==> src/design/hacm_pkg.sv <==
`default_nettype none

package hacm_pkg;

   localparam int CHANNEL_COUNT   = 16;
   localparam int CHAN_SEL_W      = $clog2(CHANNEL_COUNT);
   localparam int CHANNEL_INDEX_W = 4;
   localparam int CH_NUM_W        = 5;
   localparam int VALUE_W         = 12;
   localparam int ANGLE_W         = 13;
   localparam int TILT_W          = 12;
   localparam int WIDE_W          = 16;
   localparam int DIFF_W          = ANGLE_W + 1;
   localparam int GAIN_W          = 16;
   localparam int PROD_W          = DIFF_W + GAIN_W + 1;
   localparam int FRAC_W          = 12;
   localparam int SCALED_W        = PROD_W - FRAC_W;
   localparam int SUM_W           = SCALED_W + 1;
   localparam int CFG_W           = 59;
   localparam int CSR_INDEX_W     = 2;
   localparam int AXIS_COUNT      = 3;
   localparam int PIPE_DEPTH      = 5;

   // angle slots, as carried in the sample
   localparam int ANG_ROLL = 0;
   localparam int ANG_TILT = 1;
   localparam int ANG_PAN  = 2;

   localparam int HALF_TURN = 2880;
   localparam int FULL_TURN = 5760;

   localparam logic signed [WIDE_W-1:0] WRAP_LO2 = WIDE_W'(-(HALF_TURN + FULL_TURN));
   localparam logic signed [WIDE_W-1:0] WRAP_LO1 = WIDE_W'(-HALF_TURN);
   localparam logic signed [WIDE_W-1:0] WRAP_HI1 = WIDE_W'(HALF_TURN);
   localparam logic signed [WIDE_W-1:0] WRAP_HI2 = WIDE_W'(HALF_TURN + FULL_TURN);
   localparam logic signed [WIDE_W-1:0] TURN1    = WIDE_W'(FULL_TURN);
   localparam logic signed [WIDE_W-1:0] TURN2    = WIDE_W'(2 * FULL_TURN);

   typedef logic signed [ANGLE_W-1:0] hacm_angle_type;
   typedef logic [VALUE_W-1:0]        hacm_value_type;

   localparam hacm_value_type IDLE_VALUE = VALUE_W'(1500);

   typedef enum logic [CSR_INDEX_W-1:0] {
      CSR_TILT = 2'd0,
      CSR_ROLL = 2'd1,
      CSR_PAN  = 2'd2
   } hacm_csr_type;

   // register order: tilt, roll, pan
   localparam int LANE_ANGLE [AXIS_COUNT] = '{ANG_TILT, ANG_ROLL, ANG_PAN};

   typedef struct packed {
      logic [CH_NUM_W-1:0] channel;
      logic                enable;
      logic                reverse;
      hacm_value_type      max_value;
      hacm_value_type      min_value;
      hacm_value_type      center;
      logic [GAIN_W-1:0]   gain;
   } hacm_axis_cfg_type;

   localparam hacm_axis_cfg_type TILT_CFG_RESET = '{
      channel: 5'd1, enable: 1'b1, reverse: 1'b0, max_value: 12'd2000,
      min_value: 12'd1000, center: 12'd1500, gain: 16'h0500};
   localparam hacm_axis_cfg_type ROLL_CFG_RESET = '{
      channel: 5'd2, enable: 1'b1, reverse: 1'b0, max_value: 12'd2000,
      min_value: 12'd1000, center: 12'd1500, gain: 16'h0500};
   localparam hacm_axis_cfg_type PAN_CFG_RESET = '{
      channel: 5'd3, enable: 1'b1, reverse: 1'b0, max_value: 12'd2000,
      min_value: 12'd1000, center: 12'd1500, gain: 16'h0500};

   typedef struct packed {
      logic load_diff;
      logic load_prod;
      logic load_scaled;
      logic load_value;
   } hacm_pipe_type;

   // fold into -180..180 degrees; input within two turns either way
   function automatic hacm_angle_type wrap_turn(input logic signed [WIDE_W-1:0] d);
      logic signed [WIDE_W-1:0] m;
      priority if (d < WRAP_LO2) begin
         m = d + TURN2;
      end else if (d < WRAP_LO1) begin
         m = d + TURN1;
      end else if (d >= WRAP_HI2) begin
         m = d - TURN2;
      end else if (d >= WRAP_HI1) begin
         m = d - TURN1;
      end else begin
         m = d;
      end
      return m[ANGLE_W-1:0];
   endfunction

endpackage

`default_nettype wire

==> src/design/hacm_req_if.sv <==
`default_nettype none

interface hacm_req_if;
   import hacm_pkg::*;

   logic                       valid;
   logic                       ready;
   logic signed [ANGLE_W-1:0]  roll_angle;
   logic signed [TILT_W-1:0]   tilt_angle;
   logic signed [ANGLE_W-1:0]  pan_angle;
   logic                       recenter_press;
   logic                       hold_toggle;

   modport source (
      output valid, roll_angle, tilt_angle, pan_angle, recenter_press, hold_toggle,
      input  ready
   );

   modport sink (
      input  valid, roll_angle, tilt_angle, pan_angle, recenter_press, hold_toggle,
      output ready
   );

endinterface

`default_nettype wire

==> src/design/hacm_rsp_if.sv <==
`default_nettype none

interface hacm_rsp_if;
   import hacm_pkg::*;

   logic                       valid;
   logic                       ready;
   logic [CHANNEL_INDEX_W-1:0] channel_index;
   logic [VALUE_W-1:0]         channel_value;
   logic                       hold_active;
   logic                       last_channel;

   modport source (
      output valid, channel_index, channel_value, hold_active, last_channel,
      input  ready
   );

   modport sink (
      input  valid, channel_index, channel_value, hold_active, last_channel,
      output ready
   );

endinterface

`default_nettype wire

==> src/design/hacm_state.sv <==
`default_nettype none

module hacm_state (
   input  logic                    clock,
   input  logic                    reset,
   input  logic                    accept,
   input  hacm_pkg::hacm_angle_type sample_angle [hacm_pkg::AXIS_COUNT],
   input  logic                    recenter_press,
   input  logic                    hold_toggle,
   output hacm_pkg::hacm_angle_type used_angle [hacm_pkg::AXIS_COUNT],
   output hacm_pkg::hacm_angle_type zero_offset [hacm_pkg::AXIS_COUNT],
   output logic                    hold_flag
);
   import hacm_pkg::*;

   logic                     hold_ff;
   logic                     hold_in;
   hacm_angle_type           held_ff   [AXIS_COUNT];
   hacm_angle_type           held_in   [AXIS_COUNT];
   hacm_angle_type           offset_ff [AXIS_COUNT];
   hacm_angle_type           offset_in [AXIS_COUNT];
   hacm_angle_type           used_ff   [AXIS_COUNT];
   hacm_angle_type           used_in   [AXIS_COUNT];
   logic signed [WIDE_W-1:0] rebase    [AXIS_COUNT];

   always_comb begin
      hold_in = hold_ff;
      for (int i = 0; i < AXIS_COUNT; i++) begin
         held_in[i]   = held_ff[i];
         offset_in[i] = offset_ff[i];
         rebase[i]    = WIDE_W'(sample_angle[i])
                        - (WIDE_W'(held_ff[i]) - WIDE_W'(offset_ff[i]));
      end
      if (accept) begin
         if (recenter_press) begin
            hold_in = 1'b0;
            for (int i = 0; i < AXIS_COUNT; i++) begin
               offset_in[i] = sample_angle[i];
            end
         end else if (hold_toggle) begin
            if (!hold_ff) begin
               hold_in = 1'b1;
               for (int i = 0; i < AXIS_COUNT; i++) begin
                  held_in[i] = sample_angle[i];
               end
            end else begin
               // release: shift offsets so output resumes from the held pose
               hold_in = 1'b0;
               for (int i = 0; i < AXIS_COUNT; i++) begin
                  offset_in[i] = (i == ANG_PAN) ? wrap_turn(rebase[i])
                                                : rebase[i][ANGLE_W-1:0];
               end
            end
         end
      end
      for (int i = 0; i < AXIS_COUNT; i++) begin
         used_in[i] = hold_in ? held_in[i] : sample_angle[i];
      end
   end

   always_ff @(posedge clock) begin
      if (reset) begin
         hold_ff <= 1'b0;
         for (int i = 0; i < AXIS_COUNT; i++) begin
            held_ff[i]   <= '0;
            offset_ff[i] <= '0;
         end
      end else begin
         hold_ff <= hold_in;
         for (int i = 0; i < AXIS_COUNT; i++) begin
            held_ff[i]   <= held_in[i];
            offset_ff[i] <= offset_in[i];
         end
      end
   end

   always_ff @(posedge clock) begin
      if (accept) begin
         for (int i = 0; i < AXIS_COUNT; i++) begin
            used_ff[i] <= used_in[i];
         end
      end
   end

   always_comb begin
      for (int i = 0; i < AXIS_COUNT; i++) begin
         used_angle[i]  = used_ff[i];
         zero_offset[i] = offset_ff[i];
      end
   end

   assign hold_flag = hold_ff;

endmodule

`default_nettype wire

==> src/design/hacm_lane.sv <==
`default_nettype none

module hacm_lane (
   input  logic                        clock,
   input  hacm_pkg::hacm_pipe_type     pipe,
   input  hacm_pkg::hacm_axis_cfg_type cfg,
   input  logic                        pan_axis,
   input  hacm_pkg::hacm_angle_type    used_angle,
   input  hacm_pkg::hacm_angle_type    zero_offset,
   output hacm_pkg::hacm_value_type    axis_value
);
   import hacm_pkg::*;

   logic signed [DIFF_W-1:0]   raw_diff;
   logic signed [WIDE_W-1:0]   wide_diff;
   hacm_angle_type             wrapped;
   logic signed [DIFF_W-1:0]   diff_ff;
   logic signed [DIFF_W-1:0]   diff_in;
   logic signed [GAIN_W:0]     gain_s;
   logic signed [PROD_W-1:0]   prod_ff;
   logic signed [PROD_W-1:0]   prod_in;
   logic signed [PROD_W-1:0]   magnitude;
   logic [SCALED_W-1:0]        trunc_mag;
   logic                       negate;
   logic signed [SCALED_W-1:0] scaled_ff;
   logic signed [SCALED_W-1:0] scaled_in;
   logic signed [SUM_W-1:0]    sum;
   logic signed [SUM_W-1:0]    hi_s;
   logic signed [SUM_W-1:0]    lo_s;
   logic signed [SUM_W-1:0]    upper;
   logic signed [SUM_W-1:0]    clamped;
   hacm_value_type             value_ff;
   hacm_value_type             value_in;

   // angle difference, pan folded to half a turn
   always_comb begin
      raw_diff  = DIFF_W'(used_angle) - DIFF_W'(zero_offset);
      wide_diff = WIDE_W'(raw_diff);
      wrapped   = wrap_turn(wide_diff);
      diff_in   = pan_axis ? {{(DIFF_W-ANGLE_W){wrapped[ANGLE_W-1]}}, wrapped} : raw_diff;
   end

   // unsigned Q4.12 gain
   always_comb begin
      gain_s  = $signed({1'b0, cfg.gain});
      prod_in = PROD_W'(diff_ff) * PROD_W'(gain_s);
   end

   // drop fraction toward zero, then apply reversal
   always_comb begin
      magnitude = prod_ff[PROD_W-1] ? -prod_ff : prod_ff;
      trunc_mag = magnitude[PROD_W-1:FRAC_W];
      negate    = prod_ff[PROD_W-1] ^ cfg.reverse;
      scaled_in = negate ? -$signed(trunc_mag) : $signed(trunc_mag);
   end

   // centre and clamp, min applied last; centre alone when the axis is disabled
   always_comb begin
      sum      = SUM_W'(scaled_ff) + SUM_W'($signed({1'b0, cfg.center}));
      hi_s     = $signed({{(SUM_W-VALUE_W){1'b0}}, cfg.max_value});
      lo_s     = $signed({{(SUM_W-VALUE_W){1'b0}}, cfg.min_value});
      upper    = (sum > hi_s) ? hi_s : sum;
      clamped  = (upper < lo_s) ? lo_s : upper;
      value_in = cfg.enable ? clamped[VALUE_W-1:0] : cfg.center;
   end

   always_ff @(posedge clock) begin
      if (pipe.load_diff) begin
         diff_ff <= diff_in;
      end
      if (pipe.load_prod) begin
         prod_ff <= prod_in;
      end
      if (pipe.load_scaled) begin
         scaled_ff <= scaled_in;
      end
      if (pipe.load_value) begin
         value_ff <= value_in;
      end
   end

   assign axis_value = value_ff;

endmodule

`default_nettype wire

==> src/design/hacm_serializer.sv <==
`default_nettype none

module hacm_serializer (
   input  logic                     clock,
   input  logic                     reset,
   input  logic                     frame_load,
   input  hacm_pkg::hacm_value_type axis_value   [hacm_pkg::AXIS_COUNT],
   input  logic [hacm_pkg::CH_NUM_W-1:0] axis_channel [hacm_pkg::AXIS_COUNT],
   input  logic                     frame_hold,
   output logic                     frame_free,
   hacm_rsp_if.source               rsp_if
);
   import hacm_pkg::*;

   hacm_value_type             frame_ff [CHANNEL_COUNT];
   hacm_value_type             frame_in [CHANNEL_COUNT];
   logic                       frame_hold_ff;
   logic                       busy_ff;
   logic                       busy_in;
   logic [CHAN_SEL_W-1:0]      sel_ff;
   logic [CHAN_SEL_W-1:0]      sel_in;
   logic                       out_load;
   logic                       emit;
   logic                       last_sel;
   logic                       rsp_valid_ff;
   logic                       rsp_valid_in;
   logic [CHANNEL_INDEX_W-1:0] rsp_index_ff;
   hacm_value_type             rsp_value_ff;
   logic                       rsp_hold_ff;
   logic                       rsp_last_ff;

   // merge: later axes overwrite earlier ones
   always_comb begin
      for (int i = 0; i < CHANNEL_COUNT; i++) begin
         frame_in[i] = IDLE_VALUE;
         for (int a = 0; a < AXIS_COUNT; a++) begin
            if (axis_channel[a] == CH_NUM_W'(i + 1)) begin
               frame_in[i] = axis_value[a];
            end
         end
      end
   end

   always_comb begin
      out_load     = !rsp_valid_ff || rsp_if.ready;
      emit         = busy_ff && out_load;
      last_sel     = (sel_ff == CHAN_SEL_W'(CHANNEL_COUNT - 1));
      frame_free   = !busy_ff || (emit && last_sel);
      rsp_valid_in = out_load ? busy_ff : rsp_valid_ff;
      busy_in      = busy_ff;
      sel_in       = sel_ff;
      if (emit) begin
         sel_in = CHAN_SEL_W'(sel_ff + 1'b1);
         if (last_sel) begin
            busy_in = 1'b0;
         end
      end
      if (frame_load) begin
         busy_in = 1'b1;
         sel_in  = '0;
      end
   end

   always_ff @(posedge clock) begin
      if (reset) begin
         busy_ff      <= 1'b0;
         sel_ff       <= '0;
         rsp_valid_ff <= 1'b0;
      end else begin
         busy_ff      <= busy_in;
         sel_ff       <= sel_in;
         rsp_valid_ff <= rsp_valid_in;
      end
   end

   always_ff @(posedge clock) begin
      if (frame_load) begin
         for (int i = 0; i < CHANNEL_COUNT; i++) begin
            frame_ff[i] <= frame_in[i];
         end
         frame_hold_ff <= frame_hold;
      end
      if (emit) begin
         rsp_index_ff <= CHANNEL_INDEX_W'(sel_ff);
         rsp_value_ff <= frame_ff[sel_ff];
         rsp_hold_ff  <= frame_hold_ff;
         rsp_last_ff  <= last_sel;
      end
   end

   assign rsp_if.valid         = rsp_valid_ff;
   assign rsp_if.channel_index = rsp_index_ff;
   assign rsp_if.channel_value = rsp_value_ff;
   assign rsp_if.hold_active   = rsp_hold_ff;
   assign rsp_if.last_channel  = rsp_last_ff;

endmodule

`default_nettype wire

==> src/design/head_angle_to_channel_mapper_unit.sv <==
// Head angle to channel mapper. Each orientation beat (roll, tilt, pan in
// 1/16 degree, plus recenter and hold-toggle events) yields CHANNEL_COUNT
// result beats (16 by default), channel 0 first, last_channel on the last.
// The three axes run in parallel lanes through a five-stage pipeline
// (sample capture and hold state, difference and pan wrap, gain multiply,
// truncate and reverse, centre and clamp), which feeds the frame register
// of the result serializer; a stalled result port can hold any stage.
// The result port moves one channel per cycle while the receiver is ready;
// later samples are taken while a frame drains and wait in the pipeline.
// Settings registers may only be written while no sample is in flight.
`default_nettype none

module head_angle_to_channel_mapper_unit (
   input  logic                               clock,
   input  logic                               reset,
   hacm_req_if.sink                           req_if,
   hacm_rsp_if.source                         rsp_if,
   input  logic                               csr_write_enable,
   input  logic [hacm_pkg::CSR_INDEX_W-1:0]   csr_index,
   input  logic [hacm_pkg::CFG_W-1:0]         csr_write_data
);
   import hacm_pkg::*;

   hacm_axis_cfg_type      cfg_ff [AXIS_COUNT];
   hacm_angle_type         sample_angle [AXIS_COUNT];
   hacm_angle_type         used_angle   [AXIS_COUNT];
   hacm_angle_type         zero_offset  [AXIS_COUNT];
   hacm_value_type         axis_value   [AXIS_COUNT];
   logic [CH_NUM_W-1:0]    axis_channel [AXIS_COUNT];
   logic                   state_hold;
   logic                   accept;
   logic                   frame_free;
   logic                   frame_load;
   logic [PIPE_DEPTH-1:0]  valid_ff;
   logic [PIPE_DEPTH-1:0]  valid_in;
   logic [PIPE_DEPTH-1:0]  rdy;
   logic [PIPE_DEPTH-1:1]  stage_load;
   logic                   hold_pipe_ff [PIPE_DEPTH-1];
   hacm_pipe_type          pipe;

   // settings
   always_ff @(posedge clock) begin
      if (reset) begin
         cfg_ff[CSR_TILT] <= TILT_CFG_RESET;
         cfg_ff[CSR_ROLL] <= ROLL_CFG_RESET;
         cfg_ff[CSR_PAN]  <= PAN_CFG_RESET;
      end else if (csr_write_enable) begin
         unique case (hacm_csr_type'(csr_index))
            CSR_TILT: begin
               cfg_ff[CSR_TILT] <= csr_write_data;
            end
            CSR_ROLL: begin
               cfg_ff[CSR_ROLL] <= csr_write_data;
            end
            CSR_PAN: begin
               cfg_ff[CSR_PAN] <= csr_write_data;
            end
            default: begin
            end
         endcase
      end
   end

   always_comb begin
      sample_angle[ANG_ROLL] = req_if.roll_angle;
      sample_angle[ANG_TILT] = {{(ANGLE_W-TILT_W){req_if.tilt_angle[TILT_W-1]}},
                                req_if.tilt_angle};
      sample_angle[ANG_PAN]  = req_if.pan_angle;
      for (int a = 0; a < AXIS_COUNT; a++) begin
         axis_channel[a] = cfg_ff[a].channel;
      end
   end

   // pipeline flow control
   always_comb begin
      rdy[PIPE_DEPTH-1] = !valid_ff[PIPE_DEPTH-1] || frame_free;
      for (int k = PIPE_DEPTH - 2; k >= 0; k--) begin
         rdy[k] = !valid_ff[k] || rdy[k+1];
      end
      accept      = req_if.valid && rdy[0];
      valid_in[0] = rdy[0] ? req_if.valid : valid_ff[0];
      for (int k = 1; k < PIPE_DEPTH; k++) begin
         stage_load[k] = valid_ff[k-1] && rdy[k];
         valid_in[k]   = rdy[k] ? valid_ff[k-1] : valid_ff[k];
      end
      frame_load = valid_ff[PIPE_DEPTH-1] && frame_free;
   end

   assign req_if.ready     = rdy[0];
   assign pipe.load_diff   = stage_load[1];
   assign pipe.load_prod   = stage_load[2];
   assign pipe.load_scaled = stage_load[3];
   assign pipe.load_value  = stage_load[4];

   always_ff @(posedge clock) begin
      if (reset) begin
         valid_ff <= '0;
      end else begin
         valid_ff <= valid_in;
      end
   end

   always_ff @(posedge clock) begin
      if (stage_load[1]) begin
         hold_pipe_ff[0] <= state_hold;
      end
      for (int k = 2; k < PIPE_DEPTH; k++) begin
         if (stage_load[k]) begin
            hold_pipe_ff[k-1] <= hold_pipe_ff[k-2];
         end
      end
   end

   hacm_state u_state (
      .clock          (clock),
      .reset          (reset),
      .accept         (accept),
      .sample_angle   (sample_angle),
      .recenter_press (req_if.recenter_press),
      .hold_toggle    (req_if.hold_toggle),
      .used_angle     (used_angle),
      .zero_offset    (zero_offset),
      .hold_flag      (state_hold)
   );

   for (genvar a = 0; a < AXIS_COUNT; a++) begin : g_lane
      hacm_lane u_lane (
         .clock       (clock),
         .pipe        (pipe),
         .cfg         (cfg_ff[a]),
         .pan_axis    (a == int'(CSR_PAN)),
         .used_angle  (used_angle[LANE_ANGLE[a]]),
         .zero_offset (zero_offset[LANE_ANGLE[a]]),
         .axis_value  (axis_value[a])
      );
   end

   hacm_serializer u_serializer (
      .clock        (clock),
      .reset        (reset),
      .frame_load   (frame_load),
      .axis_value   (axis_value),
      .axis_channel (axis_channel),
      .frame_hold   (hold_pipe_ff[PIPE_DEPTH-2]),
      .frame_free   (frame_free),
      .rsp_if       (rsp_if)
   );

endmodule

`default_nettype wire

==> src/flat_wrapper.sv <==
// flat-port wrapper written by rule: the top's interface ports become plain ports
module head_angle_to_channel_mapper_unit_flat import hacm_pkg::*;
  (clock, reset, csr_write_enable, csr_index, csr_write_data, req_if_valid, req_if_roll_angle, req_if_tilt_angle, req_if_pan_angle, req_if_recenter_press, req_if_hold_toggle, req_if_ready, rsp_if_valid, rsp_if_channel_index, rsp_if_channel_value, rsp_if_hold_active, rsp_if_last_channel, rsp_if_ready);
  hacm_req_if req_if_i ();
  hacm_rsp_if rsp_if_i ();
  input  logic clock;
  input  logic reset;
  input  logic csr_write_enable;
  input  logic [hacm_pkg::CSR_INDEX_W-1:0] csr_index;
  input  logic [hacm_pkg::CFG_W-1:0] csr_write_data;
  input wire logic [$bits(req_if_i.valid)-1:0] req_if_valid;
  input wire logic [$bits(req_if_i.roll_angle)-1:0] req_if_roll_angle;
  input wire logic [$bits(req_if_i.tilt_angle)-1:0] req_if_tilt_angle;
  input wire logic [$bits(req_if_i.pan_angle)-1:0] req_if_pan_angle;
  input wire logic [$bits(req_if_i.recenter_press)-1:0] req_if_recenter_press;
  input wire logic [$bits(req_if_i.hold_toggle)-1:0] req_if_hold_toggle;
  output wire logic [$bits(req_if_i.ready)-1:0] req_if_ready;
  output wire logic [$bits(rsp_if_i.valid)-1:0] rsp_if_valid;
  output wire logic [$bits(rsp_if_i.channel_index)-1:0] rsp_if_channel_index;
  output wire logic [$bits(rsp_if_i.channel_value)-1:0] rsp_if_channel_value;
  output wire logic [$bits(rsp_if_i.hold_active)-1:0] rsp_if_hold_active;
  output wire logic [$bits(rsp_if_i.last_channel)-1:0] rsp_if_last_channel;
  input wire logic [$bits(rsp_if_i.ready)-1:0] rsp_if_ready;
  assign req_if_i.valid = req_if_valid;
  assign req_if_i.roll_angle = req_if_roll_angle;
  assign req_if_i.tilt_angle = req_if_tilt_angle;
  assign req_if_i.pan_angle = req_if_pan_angle;
  assign req_if_i.recenter_press = req_if_recenter_press;
  assign req_if_i.hold_toggle = req_if_hold_toggle;
  assign req_if_ready = req_if_i.ready;
  assign rsp_if_valid = rsp_if_i.valid;
  assign rsp_if_channel_index = rsp_if_i.channel_index;
  assign rsp_if_channel_value = rsp_if_i.channel_value;
  assign rsp_if_hold_active = rsp_if_i.hold_active;
  assign rsp_if_last_channel = rsp_if_i.last_channel;
  assign rsp_if_i.ready = rsp_if_ready;
  head_angle_to_channel_mapper_unit u_core (.clock(clock), .reset(reset), .req_if(req_if_i), .rsp_if(rsp_if_i), .csr_write_enable(csr_write_enable), .csr_index(csr_index), .csr_write_data(csr_write_data));
endmodule
==> config.mk <==
export PLATFORM = sky130hd
export DESIGN_NAME = head_angle_to_channel_mapper_unit_flat
export DESIGN_NICKNAME = d
export VERILOG_FILES = /design/src/design/hacm_pkg.sv /design/src/design/hacm_req_if.sv /design/src/design/hacm_rsp_if.sv /design/src/design/hacm_state.sv /design/src/design/hacm_lane.sv /design/src/design/hacm_serializer.sv /design/src/design/head_angle_to_channel_mapper_unit.sv /design/src/flat_wrapper.sv
export SDC_FILE = /design/constraint.sdc
export NUM_CORES = 2
export LEC_CHECK = 0
export BUFFER_PORTS_ARGS = -buffer_cell sky130_fd_sc_hd__buf_2
export CAP_MARGIN = 25
export CORE_ASPECT_RATIO = 1.5
export CORE_MARGIN = 2
export CORE_UTILIZATION = 48
export CTS_BUF_LIST = sky130_fd_sc_hd__clkbuf_8
export DETAILED_ROUTE_END_ITERATION = 12
export GPL_ROUTABILITY_DRIVEN = 0
export PLACE_DENSITY = 0.65
export SLEW_MARGIN = 10
export SYNTH_ARGS = -nofsm -noshare
export SYNTH_HDL_FRONTEND = slang
export SYNTH_HIERARCHICAL = 1
export SYNTH_SLANG_ARGS = --single-unit
==> constraint.sdc <==
create_clock -name clock -period 8.6 [get_ports clock]
set_input_delay 2.15 -clock clock [delete_from_list [all_inputs] [get_ports clock]]
set_output_delay 2.15 -clock clock [all_outputs]
set_load 0.01 [all_outputs]
# Word-level counts from Yosys, hierarchy flattened
# Memory sizes are Yosys's and may differ from the RTL's. A register that Yosys moved wholly into a read port is not among the register bits.
# Cells that the tools add are included.
# classes
addsub	27
n_mul	3
order_cmp	14
eq_ne	51
mux	125
bitwise	12
reduce_logical	27
# op_table
op	count
$mux 12	54
$mux 39	8
$mux 13	17
$mux 59	3
$eq 5x4->1 const B	24
$mux 31	3
$neg 31->31	3
$mul 14x17->31	2
$add 19x13->20	3
$eq 5x3->1 const B	12
$gt 20x13->1	3
$lt 20x13->1	3
$mux 20	3
$mux 19	3
$neg 19->19	3
$sub 13x13->14	4
$add 13x13->13 const B	4
$sub 13x13->13 const B	4
$sub 13x13->13	3
$mux 1	34
$eq 5x2->1 const B	6
$mul 13x17->30	1
$eq 5x1->1 const B	3
$eq 5x5->1 const B	3
other kinds (23)	53
# word_totals
regBits	245
mem_bits_rw	490
inputBits	106
out_inout_bits	20
elab_cells	289
n_memories	6
# memory_table
name	words	word_bits	read_ports	rd_ports_with_merged_regs	wr	line	source
u_core.u_serializer.frame_ff	16	12	1	1	16	hacm_serializer.sv:15	hacm_value_type frame_ff [CHANNEL_COUNT];
u_core.cfg_ff	3	59	3	0	3	head_angle_to_channel_mapper_unit.sv:24	hacm_axis_cfg_type cfg_ff [AXIS_COUNT];
u_core.u_state.held_ff	3	13	3	0	3	hacm_state.sv:18	hacm_angle_type held_ff [AXIS_COUNT];
u_core.u_state.offset_ff	3	13	3	0	3	hacm_state.sv:20	hacm_angle_type offset_ff [AXIS_COUNT];
u_core.u_state.used_ff	3	13	3	0	3	hacm_state.sv:22	hacm_angle_type used_ff [AXIS_COUNT];
u_core.hold_pipe_ff	4	1	4	1	4	head_angle_to_channel_mapper_unit.sv:38	logic hold_pipe_ff [PIPE_DEPTH-1];

# Longest topological paths before layout
# depth
depth_word	13
ltp_mapped	31
depth_no_buf	29

# Cells and area by module
# The synthesis kept the hierarchy.
# by_module_without_submodules
module	n_inst	cells_each	area_each_um2	seq_area_each_um2
hacm_lane at u_core.g_lane[0].u_lane	1	1548	14032.2	2282.2
hacm_lane at u_core.g_lane[1].u_lane	1	1530	13807.0	2282.2
hacm_lane at u_core.g_lane[2].u_lane	1	1507	13676.9	2282.2
hacm_serializer	1	1183	12632.1	6456.2
hacm_state	1	973	8383.0	2752.6
head_angle_to_channel_mapper_unit	1	322	6394.9	5535.3

# Worst setup path before layout
# Ideal clock, no wire load.
# synth_timing
path_type	input -> register
from	input rsp_if_ready
to	memory u_core/u_serializer/frame_ff[0][0] (netlist bit) (enable)
setup_time_ps	581
arrival_ps	6981
t_required_ps	8019
slack_ps	1038
stages	4
n_path_buf	0
path_cell_list	nand2b_1 > nand2_1 > nand2_1 > and2_1
# synth_rtl
element	line	source
start: declaration	flat_wrapper.sv:23	input wire logic [$bits(rsp_if_i.ready)-1:0] rsp_if_ready;
end: declaration	hacm_serializer.sv:15	

==> impl_metrics.py <==
metrics = {
    "min_path": {
        "min_from": "u_core/u_serializer/frame_hold_ff",
        "min_to": "u_core/u_serializer/rsp_if.hold_active",
        "min_path_type": "flop to flop",
        "worstHoldPathCells": 0,
    },
    "cts": {
        "clock_latency_ns": 0.88,
        "h-tree-depth": 3,
        "clock_sinks": 749,
        "clockBufferDepth": 3,
        "cts_resized": 0,
        "post_cts_buffers": 0,
        "cts_hold_buffers": 0,
        "numCtsBuffers": 116,
        "cts_tree": "done",
        "clock-root-buffer": "clkbuf_8",
        "worst_setup_hold_path_clk_slew_ns": 0.06,
    },
    "worst_setup_path": {
        "crit_type": "flop to flop",
        "cp.arrival_ns": 7.69,
        "crit_required_ns": 9.32,
        "rrSetupSlack_ns": 1.63,
        "worstSetupEndpointType": "flop",
        "ff2ff_path_depth": 27,
        "worstPathMaxFanout": 13,
        "cpPeakStageDelay_ns": 0.63,
        "startpoint_type": "flop",
        "r2r-start": "u_core/cfg_ff[0][16]",
        "cpMaxStageDelayCell": "nor4_1",
        "r2r_end": "u_core/g_lane[0].u_lane/axis_value[4]",
    },
    "yosys": {
        "yosysTopAreaCell": "edfxtp_1",
        "synth_area_mm2": 0.0689,
        "yosys_register_bits": 749,
        "synth_warnings": 6,
        "post-synth-top-count-cell": "inv_1",
        "synth_top_area_share": 0.287,
        "synth_edf_count": 659,
        "syn_avg_cell_area_um2": 9.76,
        "ys_async_sr_fraction": 0,
        "synth_area_leaders": "edfxtp_1 29%, fa_1 16%, ha_1 10%, inv_1 5.0%, nand2_1 4.2%",
        "syn_inst": 7063,
        "synthTopCellsByCount": "923 x inv_1, 776 x nand2_1, 659 x edfxtp_1, 558 x ha_1, 541 x fa_1",
        "yosysUniqueCellTypes": 118,
        "synth-main-ff-cell": "edfxtp_1",
        "seq_area_frac_synth": 0.313,
    },
    "timing": {
        "min_period_over_period": 0.810,
        "fin_setup_tns_ns": 0,
        "relSlewSlack": 0.126,
        "hold_violations": 0,
        "period_minus_slack_ns": 6.97,
        "rsz0062_at_grt": "no",
        "finClkSkew_ns": 0.0496,
        "tightest_slew_ns": 1.31,
        "setup_viol": 0,
        "max_freq_mhz": 144,
        "drv_slew": 0,
    },
    "placed_design": {
        "hpwl_um": 146000,
        "portBuffers": 125,
        "dpl_cell_area_mm2": 0.0708,
    },
    "grt": {
        "grt_usage": 0.260,
        "antenna_found_initial": 23,
        "grt_start_max_net_pins": 171,
        "grt_first_pass_wirelength_um": 298000,
        "overflow": 0,
        "grt_pass1_vias": 54147,
    },
    "cells_and_area": {
        "syn2layout_area_growth_pct": 6.50,
        "drive_above_1_share": 0.0812,
        "fin_area_mm2": 0.0734,
        "nFillCells": 12946,
        "seq_area_mm2": 0.0216,
        "nets": 8200,
        "multiInputGateArea_mm2": 0.0424,
    },
    "power_and_ir_drop": {
        "p_sw_frac": 0.470,
        "p_sw_mw": 16.1,
        "seq_power_share": 0.183,
        "fin_total_pwr_mw": 34.2,
        "power_frac_clock": 0.096,
        "peakVddDrop_uv": 1050,
        "leakagePower_nw": 30.8,
        "p_int_mw": 18.1,
        "p_comb_frac": 0.720,
        "powerDensity_mw_per_mm2": 465,
    },
    "die": {
        "ioPinCount": 126,
        "chipHeight_um": 468,
        "dieWidth_um": 313,
        "start_util": 0.483,
        "rows": 170,
        "dieArea_mm2": 0.147,
        "core_mm2": 0.143,
    },
    "outcome": {
        "status": "finished, final reports clean",
    },
    "routing": {
        "detailedRoute.firstPassIterationCount": 11,
        "drc_errors": 0,
        "vias": 52483,
        "via_per_inst": 5.84,
        "antenna_left": 0,
        "drt_first_iter_violations": 4142,
        "routedWlPerCell_um": 21.1,
        "wirelength_um": 190000,
    },
    "job": {
        "cap_viol_max_count": 0,
    },
}
==> sequential cells by signal, indices dropped and copies added, names as in the netlist, 5 cells and up <==
name and count:
u_core/u_state/held_ff 39, u_core/u_state/used_ff 39, u_core/valid_ff 5, u_core/g_lane.u_lane/prod_ff 93, u_core/cfg_ff 177, u_core/g_lane.u_lane/scaled_ff 57
u_core/g_lane.u_lane/diff_ff 42, u_core/g_lane.u_lane/axis_value 36, u_core/u_serializer/frame_ff 192, u_core/u_serializer/rsp_if.channel_value 12, u_core/u_state/offset_ff 39
==> area by class of cell <==
type / instances / area share
flip-flops and latches: 749 / 0.294
well taps: 1892 / 0.0322
clock buffers: 119 / 0.0223
diodes: 10 / 0.000341
repair buffers: 166 / 0.0136
inverters: 928 / 0.0475
clock inverters: 96 / 0.0117
multi-input cells: 5034 / 0.578
==> cell usage in the layout, fill, tap and decap left out, types with 57 or more instances in the layout <==
master and count:
and2_1 325, fa_1 541, a221oi_1 82, o22ai_1 135, o21ai_0 247, a211oi_1 68, a21oi_1 267, clkbuf_8 119
xor2_1 79, nor2_1 406, dfxtp_1 88, nand2_1 774, xnor2_1 157, mux2_2 74, a21o_1 87, edfxtp_1 659
inv_1 940, buf_2 126, o21a_1 57, nand2b_1 77, nor3_1 86, nand3_1 104, ha_1 558, nand4_1 73
==> kinds of logic after synthesis <==
| group | Yosys count | share of synthesized area |
|---|---|---|
| buf+inv | 1290 | 0.0727 |
| simple gates | 2162 | 0.156 |
| flops | 749 | 0.313 |
| mux | 149 | 0.0318 |
| compound gates | 1376 | 0.138 |
| fa+ha+maj | 1099 | 0.258 |
| xor+xnor | 236 | 0.0300 |
| other cells | 2 | 0.000109 |
==> critical path: cells and delay by family, from the launching register on <==
family / cells / cell delay (ns)
DFF: 1 / 0.39
xor gates and xnor gates: 1 / 0.17
and+or+nand+nor: 8 / 1.80
buffers and inverters: 2 / 0.37
adders and majority gates: 4 / 1.12
AOI/OAI and AO/OA: 11 / 2.58
muxes: 1 / 0.39
==> stage by stage <==
| step | utilization | worst slack, ns | std cells | hold slack (ns) |
|---|---|---|---|---|
| 6_report | 0.514 | 1.63 | 8994 | 0.427 |
| 5_1_grt | 0.514 | 1.06 | 8993 | 0.430 |
| 4_1_cts | 0.514 | 1.64 | 8981 | 0.430 |
| 3_5_place_dp | 0.496 | 1.70 | 8766 | 0.413 |
| 3_3_place_gp | 0.496 | 1.86 | 8764 | 0.410 |
| 2_1_floorplan | - | 1.04 | 7073 | 0.400 |
==> power groups by stage <==
stage	combinational (mW)	sequential [mW]	clock, mW
4_1_cts	24.6	6.24	3.38
5_1_grt	28.0	6.30	3.51
3_5_place_dp	24.3	6.32	0
2_1_floorplan	19.2	5.88	0
3_3_place_gp	24.0	6.30	0
6_report	24.6	6.25	3.29
==> metal layers <==
layer | global-route usage | wire length, µm
met5 | 0 | 117
met4 | 0.166 | 12900
met3 | 0.0455 | 11800
met2 | 0.476 | 97700
met1 | 0.273 | 67300
==> how the worst max path moves through the flow <==
stage                          from                                    end  slack (ns)  depth (start not counted)
3_3_place_gp   u_core/cfg_ff[0][75]  u_core/g_lane[1].u_lane/axis_value[7]        1.86                         28
3_5_place_dp   u_core/cfg_ff[0][75]  u_core/g_lane[1].u_lane/axis_value[7]        1.70                         28
6_report       u_core/cfg_ff[0][16]  u_core/g_lane[0].u_lane/axis_value[4]        1.63                         27
2_1_floorplan          rsp_if_ready     u_core/u_serializer/frame_ff[0][0]        1.04                          4
4_1_cts        u_core/cfg_ff[0][75]  u_core/g_lane[1].u_lane/axis_value[7]        1.64                         28
5_1_grt        u_core/cfg_ff[0][75]  u_core/g_lane[1].u_lane/axis_value[7]        1.06                         28
(Power assumes the default switching activity.)
